`src/hdl/kpt_pkg.sv`:
```
// Package for the keyed parent table: operation and status codes, field widths
// and the cap on results per lookup. No dependencies.
package kpt_pkg;

	localparam int DataW = 32;
	localparam int MaxResults = 16;
	localparam int MatchCntW = $clog2(MaxResults + 1);

	localparam logic [1:0] FnInsert = 2'd0;
	localparam logic [1:0] FnFindKey = 2'd1;
	localparam logic [1:0] FnFindParent = 2'd2;
	localparam logic [1:0] FnDelete = 2'd3;

	localparam logic [1:0] StOk = 2'd0;
	localparam logic [1:0] StDup = 2'd1;
	localparam logic [1:0] StFull = 2'd2;
	localparam logic [1:0] StNotFound = 2'd3;

endpackage

```
`src/hdl/kpt_op_if.sv`:
```
// Operation channel of the keyed parent table: valid/ready handshake and one
// operation per beat. Depends on kpt_pkg.
interface kpt_op_if;
	logic valid;
	logic ready;
	logic [1:0] func;
	logic [kpt_pkg::DataW-1:0] key_in;
	logic [kpt_pkg::DataW-1:0] parent_in;
	logic [kpt_pkg::DataW-1:0] info_in;

	modport source (output valid, func, key_in, parent_in, info_in, input ready);
	modport sink (input valid, func, key_in, parent_in, info_in, output ready);
endinterface

```
`src/hdl/kpt_res_if.sv`:
```
// Result channel of the keyed parent table: valid/ready handshake and one
// result per beat. Depends on kpt_pkg.
interface kpt_res_if;
	logic valid;
	logic ready;
	logic [1:0] status;
	logic [kpt_pkg::DataW-1:0] key_out;
	logic [kpt_pkg::DataW-1:0] parent_out;
	logic [kpt_pkg::DataW-1:0] info_out;
	logic last;

	modport source (output valid, status, key_out, parent_out, info_out, last, input ready);
	modport sink (input valid, status, key_out, parent_out, info_out, last, output ready);
endinterface

```
`src/hdl/keyed_parent_table.sv`:
```
// Keyed parent table top level: entry memory, scan sequencer and result register.
// Depends on kpt_pkg, kpt_op_if and kpt_res_if.
//
// The table holds up to DEPTH entries in one synchronous memory with a single
// read port, and every operation scans the stored entries one read per cycle
// while the scan is not stalled or paused for a delete; a lookup stops early
// once it has MaxResults matches. An operation runs through the accepting
// cycle, one read per entry, draining the read and closing the scan, and
// loading the final result. For each entry it removes, a delete moves the last
// entry into the freed slot and then reads that slot again. A lookup waits
// whenever a matching result cannot be handed over because the previous result
// beat has not been taken, and the final result waits in the same way. A new
// operation is taken once the final result of the previous one sits in the
// output register. No clearing pass is needed after reset.
module keyed_parent_table #(
	parameter int DEPTH = 16,
	parameter int WORD_WIDTH = 32
) (
	input logic clk,
	input logic arst_n,
	kpt_op_if.sink op,
	kpt_res_if.source res
);

	localparam int IdxW = (DEPTH > 1) ? $clog2(DEPTH) : 1;
	localparam int CntW = $clog2(DEPTH + 1);
	localparam int EntW = 3 * WORD_WIDTH;

	localparam logic [2:0] S_IDLE = 3'd0;
	localparam logic [2:0] S_SCAN = 3'd1;
	localparam logic [2:0] S_MOVE_RD = 3'd2;
	localparam logic [2:0] S_MOVE_WR = 3'd3;
	localparam logic [2:0] S_FINISH = 3'd4;

	logic [EntW-1:0] mem [DEPTH];

	logic [2:0] state_q;
	logic [CntW-1:0] count_q;
	logic [CntW-1:0] scan_idx_q;
	logic [1:0] func_q;
	logic [WORD_WIDTH-1:0] key_q;
	logic [WORD_WIDTH-1:0] parent_q;
	logic [WORD_WIDTH-1:0] info_q;
	logic dup_q;
	logic par_found_q;
	logic found_q;
	logic stop_q;
	logic [kpt_pkg::MatchCntW-1:0] nmatch_q;
	logic pend_valid_q;
	logic [EntW-1:0] pend_q;
	logic [IdxW-1:0] del_idx_q;

	logic rd_valid_s1;
	logic [IdxW-1:0] rd_idx_s1;
	logic [EntW-1:0] rd_data_s1;

	logic res_valid_q;
	logic [1:0] res_status_q;
	logic [kpt_pkg::DataW-1:0] res_key_q;
	logic [kpt_pkg::DataW-1:0] res_parent_q;
	logic [kpt_pkg::DataW-1:0] res_info_q;
	logic res_last_q;

	logic [WORD_WIDTH-1:0] ent_key;
	logic [WORD_WIDTH-1:0] ent_parent;
	logic [WORD_WIDTH-1:0] probe;
	logic [WORD_WIDTH-1:0] want;
	logic [CntW-1:0] count_m1;
	logic is_find;
	logic is_full;
	logic hit;
	logic find_hit;
	logic res_free;
	logic stall;
	logic find_stop;
	logic del_hit;
	logic issue;
	logic scan_done;
	logic push_pend;
	logic finish;
	logic ins_ok;
	logic rd_en;
	logic [IdxW-1:0] rd_addr;
	logic mem_we;
	logic [IdxW-1:0] wr_addr;
	logic [EntW-1:0] wr_data;

	assign ent_key = rd_data_s1[EntW-1 -: WORD_WIDTH];
	assign ent_parent = rd_data_s1[2*WORD_WIDTH-1 -: WORD_WIDTH];
	assign is_find = func_q inside {kpt_pkg::FnFindKey, kpt_pkg::FnFindParent};
	assign probe = (func_q == kpt_pkg::FnFindParent) ? ent_parent : ent_key;
	assign want = (func_q == kpt_pkg::FnFindParent) ? parent_q : key_q;
	assign count_m1 = count_q - CntW'(1);
	assign is_full = (count_q == CntW'(DEPTH));

	assign hit = (state_q == S_SCAN) && rd_valid_s1 && (probe == want);
	assign find_hit = hit && is_find;
	assign res_free = !res_valid_q || res.ready;
	assign stall = find_hit && pend_valid_q && !res_free;
	assign find_stop = find_hit && !stall
		&& (nmatch_q == kpt_pkg::MatchCntW'(kpt_pkg::MaxResults - 1));
	assign del_hit = hit && (func_q == kpt_pkg::FnDelete);
	assign issue = (state_q == S_SCAN) && !stop_q && (scan_idx_q < count_q)
		&& !stall && !find_stop && !del_hit;
	assign scan_done = (state_q == S_SCAN) && !rd_valid_s1
		&& (stop_q || (scan_idx_q >= count_q));
	assign push_pend = find_hit && pend_valid_q && res_free;
	assign finish = (state_q == S_FINISH) && res_free;
	assign ins_ok = (func_q == kpt_pkg::FnInsert) && !dup_q && !is_full;

	assign rd_en = issue || (state_q == S_MOVE_RD);
	assign rd_addr = (state_q == S_MOVE_RD) ? count_m1[IdxW-1:0] : scan_idx_q[IdxW-1:0];
	assign mem_we = (state_q == S_MOVE_WR) || (finish && ins_ok);
	assign wr_addr = (state_q == S_MOVE_WR) ? del_idx_q : count_q[IdxW-1:0];
	assign wr_data = (state_q == S_MOVE_WR) ? rd_data_s1
		: {key_q, (par_found_q ? parent_q : '0), info_q};

	assign op.ready = (state_q == S_IDLE);
	assign res.valid = res_valid_q;
	assign res.status = res_status_q;
	assign res.key_out = res_key_q;
	assign res.parent_out = res_parent_q;
	assign res.info_out = res_info_q;
	assign res.last = res_last_q;

	always_ff @(posedge clk) begin
		if (mem_we) begin
			mem[wr_addr] <= wr_data;
		end
		if (rd_en) begin
			rd_data_s1 <= mem[rd_addr];
			rd_idx_s1 <= scan_idx_q[IdxW-1:0];
		end
	end

	always_ff @(posedge clk) begin
		if (op.valid && op.ready) begin
			key_q <= WORD_WIDTH'(op.key_in);
			parent_q <= WORD_WIDTH'(op.parent_in);
			info_q <= WORD_WIDTH'(op.info_in);
		end
		if (find_hit && !stall) begin
			pend_q <= rd_data_s1;
		end
		if (del_hit) begin
			del_idx_q <= rd_idx_s1;
		end
		if (push_pend) begin
			res_status_q <= kpt_pkg::StOk;
			res_key_q <= kpt_pkg::DataW'(pend_q[EntW-1 -: WORD_WIDTH]);
			res_parent_q <= kpt_pkg::DataW'(pend_q[2*WORD_WIDTH-1 -: WORD_WIDTH]);
			res_info_q <= kpt_pkg::DataW'(pend_q[WORD_WIDTH-1:0]);
			res_last_q <= 1'b0;
		end else if (finish) begin
			res_key_q <= '0;
			res_parent_q <= '0;
			res_info_q <= '0;
			res_last_q <= 1'b1;
			case (func_q)
				kpt_pkg::FnInsert: begin
					if (dup_q) begin
						res_status_q <= kpt_pkg::StDup;
					end else if (is_full) begin
						res_status_q <= kpt_pkg::StFull;
					end else begin
						res_status_q <= kpt_pkg::StOk;
					end
				end
				kpt_pkg::FnDelete: begin
					res_status_q <= found_q ? kpt_pkg::StOk : kpt_pkg::StNotFound;
				end
				default: begin
					if (pend_valid_q) begin
						res_status_q <= kpt_pkg::StOk;
						res_key_q <= kpt_pkg::DataW'(pend_q[EntW-1 -: WORD_WIDTH]);
						res_parent_q <= kpt_pkg::DataW'(pend_q[2*WORD_WIDTH-1 -: WORD_WIDTH]);
						res_info_q <= kpt_pkg::DataW'(pend_q[WORD_WIDTH-1:0]);
					end else begin
						res_status_q <= kpt_pkg::StNotFound;
					end
				end
			endcase
		end
	end

	always_ff @(posedge clk or negedge arst_n) begin
		if (!arst_n) begin
			state_q <= S_IDLE;
			count_q <= '0;
			scan_idx_q <= '0;
			func_q <= kpt_pkg::FnInsert;
			dup_q <= 1'b0;
			par_found_q <= 1'b0;
			found_q <= 1'b0;
			stop_q <= 1'b0;
			nmatch_q <= '0;
			pend_valid_q <= 1'b0;
			rd_valid_s1 <= 1'b0;
			res_valid_q <= 1'b0;
		end else begin
			rd_valid_s1 <= issue || (rd_valid_s1 && stall);
			if (push_pend || finish) begin
				res_valid_q <= 1'b1;
			end else if (res.ready) begin
				res_valid_q <= 1'b0;
			end
			case (state_q)
				S_IDLE: begin
					if (op.valid) begin
						func_q <= op.func;
						scan_idx_q <= '0;
						dup_q <= 1'b0;
						par_found_q <= 1'b0;
						found_q <= 1'b0;
						stop_q <= 1'b0;
						nmatch_q <= '0;
						pend_valid_q <= 1'b0;
						state_q <= S_SCAN;
					end
				end
				S_SCAN: begin
					if (issue) begin
						scan_idx_q <= scan_idx_q + CntW'(1);
					end
					if (rd_valid_s1 && (func_q == kpt_pkg::FnInsert)) begin
						if (ent_key == key_q) begin
							dup_q <= 1'b1;
						end
						if (ent_key == parent_q) begin
							par_found_q <= 1'b1;
						end
					end
					if (find_hit && !stall) begin
						pend_valid_q <= 1'b1;
						nmatch_q <= nmatch_q + kpt_pkg::MatchCntW'(1);
					end
					if (find_stop) begin
						stop_q <= 1'b1;
					end
					if (del_hit) begin
						state_q <= S_MOVE_RD;
					end else if (scan_done) begin
						state_q <= S_FINISH;
					end
				end
				S_MOVE_RD: begin
					state_q <= S_MOVE_WR;
				end
				S_MOVE_WR: begin
					count_q <= count_m1;
					scan_idx_q <= CntW'(del_idx_q);
					found_q <= 1'b1;
					state_q <= S_SCAN;
				end
				S_FINISH: begin
					if (res_free) begin
						if (ins_ok) begin
							count_q <= count_q + CntW'(1);
						end
						state_q <= S_IDLE;
					end
				end
				default: begin
					state_q <= S_IDLE;
				end
			endcase
		end
	end

endmodule
```
`src/flat_wrapper.sv`:
```
// flat-port wrapper written by rule: the top's interface ports become plain ports
module keyed_parent_table_flat 
#(
	parameter int DEPTH = 16,
	parameter int WORD_WIDTH = 32
)
  (clk, arst_n, op_valid, op_func, op_key_in, op_parent_in, op_info_in, op_ready, res_valid, res_status, res_key_out, res_parent_out, res_info_out, res_last, res_ready);
  kpt_op_if op_i ();
  kpt_res_if res_i ();
  input logic clk;
  input logic arst_n;
  input wire logic [$bits(op_i.valid)-1:0] op_valid;
  input wire logic [$bits(op_i.func)-1:0] op_func;
  input wire logic [$bits(op_i.key_in)-1:0] op_key_in;
  input wire logic [$bits(op_i.parent_in)-1:0] op_parent_in;
  input wire logic [$bits(op_i.info_in)-1:0] op_info_in;
  output wire logic [$bits(op_i.ready)-1:0] op_ready;
  output wire logic [$bits(res_i.valid)-1:0] res_valid;
  output wire logic [$bits(res_i.status)-1:0] res_status;
  output wire logic [$bits(res_i.key_out)-1:0] res_key_out;
  output wire logic [$bits(res_i.parent_out)-1:0] res_parent_out;
  output wire logic [$bits(res_i.info_out)-1:0] res_info_out;
  output wire logic [$bits(res_i.last)-1:0] res_last;
  input wire logic [$bits(res_i.ready)-1:0] res_ready;
  assign op_i.valid = op_valid;
  assign op_i.func = op_func;
  assign op_i.key_in = op_key_in;
  assign op_i.parent_in = op_parent_in;
  assign op_i.info_in = op_info_in;
  assign op_ready = op_i.ready;
  assign res_valid = res_i.valid;
  assign res_status = res_i.status;
  assign res_key_out = res_i.key_out;
  assign res_parent_out = res_i.parent_out;
  assign res_info_out = res_i.info_out;
  assign res_last = res_i.last;
  assign res_i.ready = res_ready;
  keyed_parent_table #(.DEPTH(DEPTH), .WORD_WIDTH(WORD_WIDTH)) u_core (.clk(clk), .arst_n(arst_n), .op(op_i), .res(res_i));
endmodule
```
`config.mk`:
```
export PLATFORM = sky130hd
export DESIGN_NAME = keyed_parent_table_flat
export DESIGN_NICKNAME = d
export VERILOG_FILES = /design/src/hdl/kpt_pkg.sv /design/src/hdl/kpt_op_if.sv /design/src/hdl/kpt_res_if.sv /design/src/hdl/keyed_parent_table.sv /design/src/flat_wrapper.sv
export SDC_FILE = /design/constraint.sdc
export NUM_CORES = 2
export LEC_CHECK = 0
export BUFFER_PORTS_ARGS = -buffer_cell sky130_fd_sc_hd__buf_2
export CAP_MARGIN = 20
export CORE_ASPECT_RATIO = 1.2
export CORE_MARGIN = 8
export CORE_UTILIZATION = 40
export DETAILED_ROUTE_END_ITERATION = 8
export PLACE_DENSITY = 0.63
export SYNTH_ARGS = -nofsm -noshare
export SYNTH_HDL_FRONTEND = slang
export SYNTH_SLANG_ARGS = --single-unit
```
`constraint.sdc`:
```
create_clock -name clk -period 9.3 [get_ports clk]
set_input_delay 0.465 -clock clk [delete_from_list [all_inputs] [get_ports clk]]
set_output_delay 0.465 -clock clk [all_outputs]
set_load 0.1 [all_outputs]
```
==> reports/summary.txt <==
Die W: 417 um
TritonCTS clock tree: done
Delay of the slowest critical-path stage: 900 ps
First-pass GRT wire length: 300 mm
Starting DRT DRC Count: 5,152
Kind of end point of the critical path: flip-flop
CTS sink cnt: 1,958
Gpl congestion: 0.866
Warnings from Yosys: 0
Sequential Area: 0.0586 mm2
Placed wire-length estimate: 108 mm
#FFs+latches synth: 1,958
Post-synthesis cell area: 0.0773 mm2
Most frequent cells in the layout: 1,928 x edfxtp_1, 672 x a211oi_1, 662 x nand2_1, 385 x and2_1, 204 x a21oi_1
Syn_area_per_cell: 15.3 um2
FF-to-FF End: u_core.pend_q[2]
R2R depth: 7
WP data arrival: 5120 ps
Global router's overall resource usage: 0.193
CP top delay family: simple AND/OR/NAND/NOR gates
Tightest Pin Transition: 1150 ps
Startpoint Class: flip-flop
Primary FF master, synth: edfxtp_1
Drt total wl: 208 mm
Fmax: 0.213 GHz
DRT Pass-1 Iters: 6
Setup Crit Path Kind: reg -> reg
Total grt overflow: 0
Htree depth: 4
Period utilization: 0.505
Post-synthesis cell count: 5,055
Post-CTS setup buffers: 0
CP Max Fanout: 39
Final setup vio count: 0
I/O pins: 203
Layout Area Growth over Synthesis: 13.8%
Die ar.: 0.208 mm2
# port buffers: 202
Antenna violations before repair: 15
VDD IR max: 0.000263 V
Net count after synthesis: 5,171
Most common cell after layout, fill and taps aside: edfxtp_1
WP buf/inv: 1
CTS Buffer Depth: 3
Final Hold Vio Count: 0
Number of synthesized flops with an enable pin: 1,928
Post-route ant nets: 0
Largest net degree at the start of global routing: 219
Total CTS buffers: 186
DR WL/cell: 25.9 um
TNS Setup: 0 ps
Cell Rows: 176
Total chip power: 23.9 mW
# DRC: 0
Fin crit period: 4690 ps
Fillers: 16,500
Clk pin slew, worst setup/hold paths: 60 ps
Worst min path class: in -> async
Cts repair resizes: 0
Initial core utilization: 0.403
Final Skew: 27.6 ps
Via density: 5.61
Layout cell share with drive strength beyond 1: 0.106
Core area: 0.192 mm2
RSZ-0062 raised after global routing: no
FF-to-FF Start: u_core.rd_data_s1[88]
Footprint of the multi-input gates: 0.0173 mm2
Slew Viols, Final: 0
Root Buffer: clkbuf_16
Via Count: 45,000
Chip height: 498 um
Leak pwr: 29.6 nW
Max_cap viols: 0
Critical path data required time: 9720 ps
Power Density: 272 mW/mm2
CP cell instances: xnor2_1 > nand4_1 > nor4_1 > nand3_1 > o2bb2a_1 > nor2_4 > buf_4
Seq/Total Area, Yosys: 0.759
Synth cell types: 65
Normalized max-slew margin: 0.233
Status: finished clean
Number of global-route vias before repair: 43,500
Slowest cell on crit path: nor4_1
Layout Nets: 5,404
Fraction of registers with async set/reset: 0.0138
FF-to-FF setup slack: 4610 ps
Clock latency on the worst-skew pair: 810 ps
-- metrics by stage --
stage	std cells	worst slack [ps]	instance area, um2	hold WS [ps]	utilization
floorplan	5055	2830	77300	169	-
CTS	8015	4650	87900	249	0.458
global placement	7580	4700	81200	402	0.423
detailed placement	7580	4690	81200	406	0.423
finish	8016	4610	87900	295	0.458
global route	8016	4630	87900	317	0.458
-- routing by layer --
layer	global-route usage	wire length [um]	vias to the layer above
li1	-	-	20000
met1	0.261	85800	22900
met3	0.0287	14700	380
met2	0.315	99200	1781
met5	0	22	-
met4	0.0736	8010	4
-- flip-flops by register name (all words and copies together), names as in the netlist, 32 cells and up --
| signal | cells |
|---|---|
| u_core.res.key_out | 32 |
| u_core.pend_q | 96 |
| u_core.mem | 1536 |
| u_core.rd_data_s1 | 96 |
| u_core.res.info_out | 32 |
| u_core.info_q | 32 |
| u_core.parent_q | 32 |
| u_core.key_q | 32 |
| u_core.res.parent_out | 32 |
-- cell families after synthesis --
family,count (synthesis),synth area share
flip-flops,1958,0.759
adder cells (fa/ha/maj),14,0.00227
multiplexers,197,0.0256
AND/OR/NAND/NOR,1260,0.0799
buffers and inverters,370,0.0205
AO/OA/AOI/OAI,1153,0.101
XOR/XNOR,103,0.0117
-- power breakdown --
group / internal [mW] / total [mW] / switching, mW / leakage (nW)
combinational: 1.92 / 5.82 / 3.90 / 8.61
sequential: 10.4 / 10.9 / 0.491 / 18.2
clock: 4.04 / 7.22 / 3.19 / 2.80
total: 16.3 / 23.9 / 7.58 / 29.6
-- worst register-to-register path, stage by stage (launching register included) --
cell,delay (ps)
edfxtp_1,490
xnor2_1,220
nand4_1,130
nor4_1,900
nand3_1,420
o2bb2a_1,520
nor2_4,890
buf_4,700
-- worst max path at each step --
stage                               to             startpoint  cells past startpoint  slack [ps]
finish                u_core.pend_q[2]  u_core.rd_data_s1[88]                      7        4610
global route          u_core.pend_q[2]  u_core.rd_data_s1[88]                      7        4630
detailed placement   u_core.pend_q[11]  u_core.rd_data_s1[88]                      7        4690
CTS                   u_core.pend_q[2]  u_core.rd_data_s1[88]                      7        4650
floorplan           u_core.nmatch_q[1]     u_core.parent_q[5]                      7        2830
global placement     u_core.pend_q[13]  u_core.rd_data_s1[88]                      7        4700
-- area by class of cell --
type,count,share of cell area
antenna,1,0.0000285
clock buffer,236,0.0564
clock inverter,98,0.00862
inverter,19,0.000897
multi-input combinational,2727,0.196
sequential,1958,0.667
tap,2581,0.0367
timing repair buffer,396,0.0339
-- synth_stat cells, types with 2 or more instances --
| library cell | n | area [um2] |
|---|---|---|
| or3_1 | 2 | 12.5 |
| a21oi_2 | 2 | 17.5 |
| ha_1 | 14 | 175 |
| nand3_1 | 7 | 35.0 |
| a21oi_1 | 205 | 1030 |
| nor3b_1 | 2 | 15.0 |
| and3_1 | 99 | 619 |
| dfrtp_1 | 27 | 676 |
| a32oi_1 | 2 | 17.5 |
| edfxtp_1 | 1928 | 57900 |
| or3b_1 | 2 | 17.5 |
| and3b_1 | 2 | 17.5 |
| o21ai_0 | 43 | 215 |
| a22o_1 | 2 | 17.5 |
| o2bb2ai_1 | 2 | 17.5 |
| xnor2_1 | 58 | 508 |
| a21o_1 | 4 | 30.0 |
| o31ai_1 | 2 | 15.0 |
| o22ai_1 | 3 | 18.8 |
| and2_1 | 386 | 2410 |
| a211oi_1 | 672 | 5040 |
| nor4_1 | 14 | 87.6 |
| buf_4 | 5 | 37.5 |
| clkbuf_1 | 205 | 769 |
| xor2_1 | 45 | 394 |
| nand4_1 | 22 | 138 |
| and4_1 | 2 | 17.5 |
| a31oi_1 | 202 | 1260 |
| mux2i_1 | 196 | 1960 |
| nor3_1 | 6 | 30.0 |
| nor2_1 | 36 | 135 |
| buf_2 | 133 | 666 |
| buf_1 | 7 | 26.3 |
| nand2b_1 | 3 | 18.8 |
| inv_1 | 19 | 71.3 |
| dfxtp_1 | 3 | 60.1 |
| nand2_1 | 664 | 2490 |
| o2111ai_1 | 2 | 17.5 |
-- what timing repair did --
action / 4_1_cts / 5_1_grt
hold buffers: 101 / 0
endpoints found under the hold margin: 127 / 0
setup endpoints to repair: 0 / 0
(Power assumes the default switching activity.)
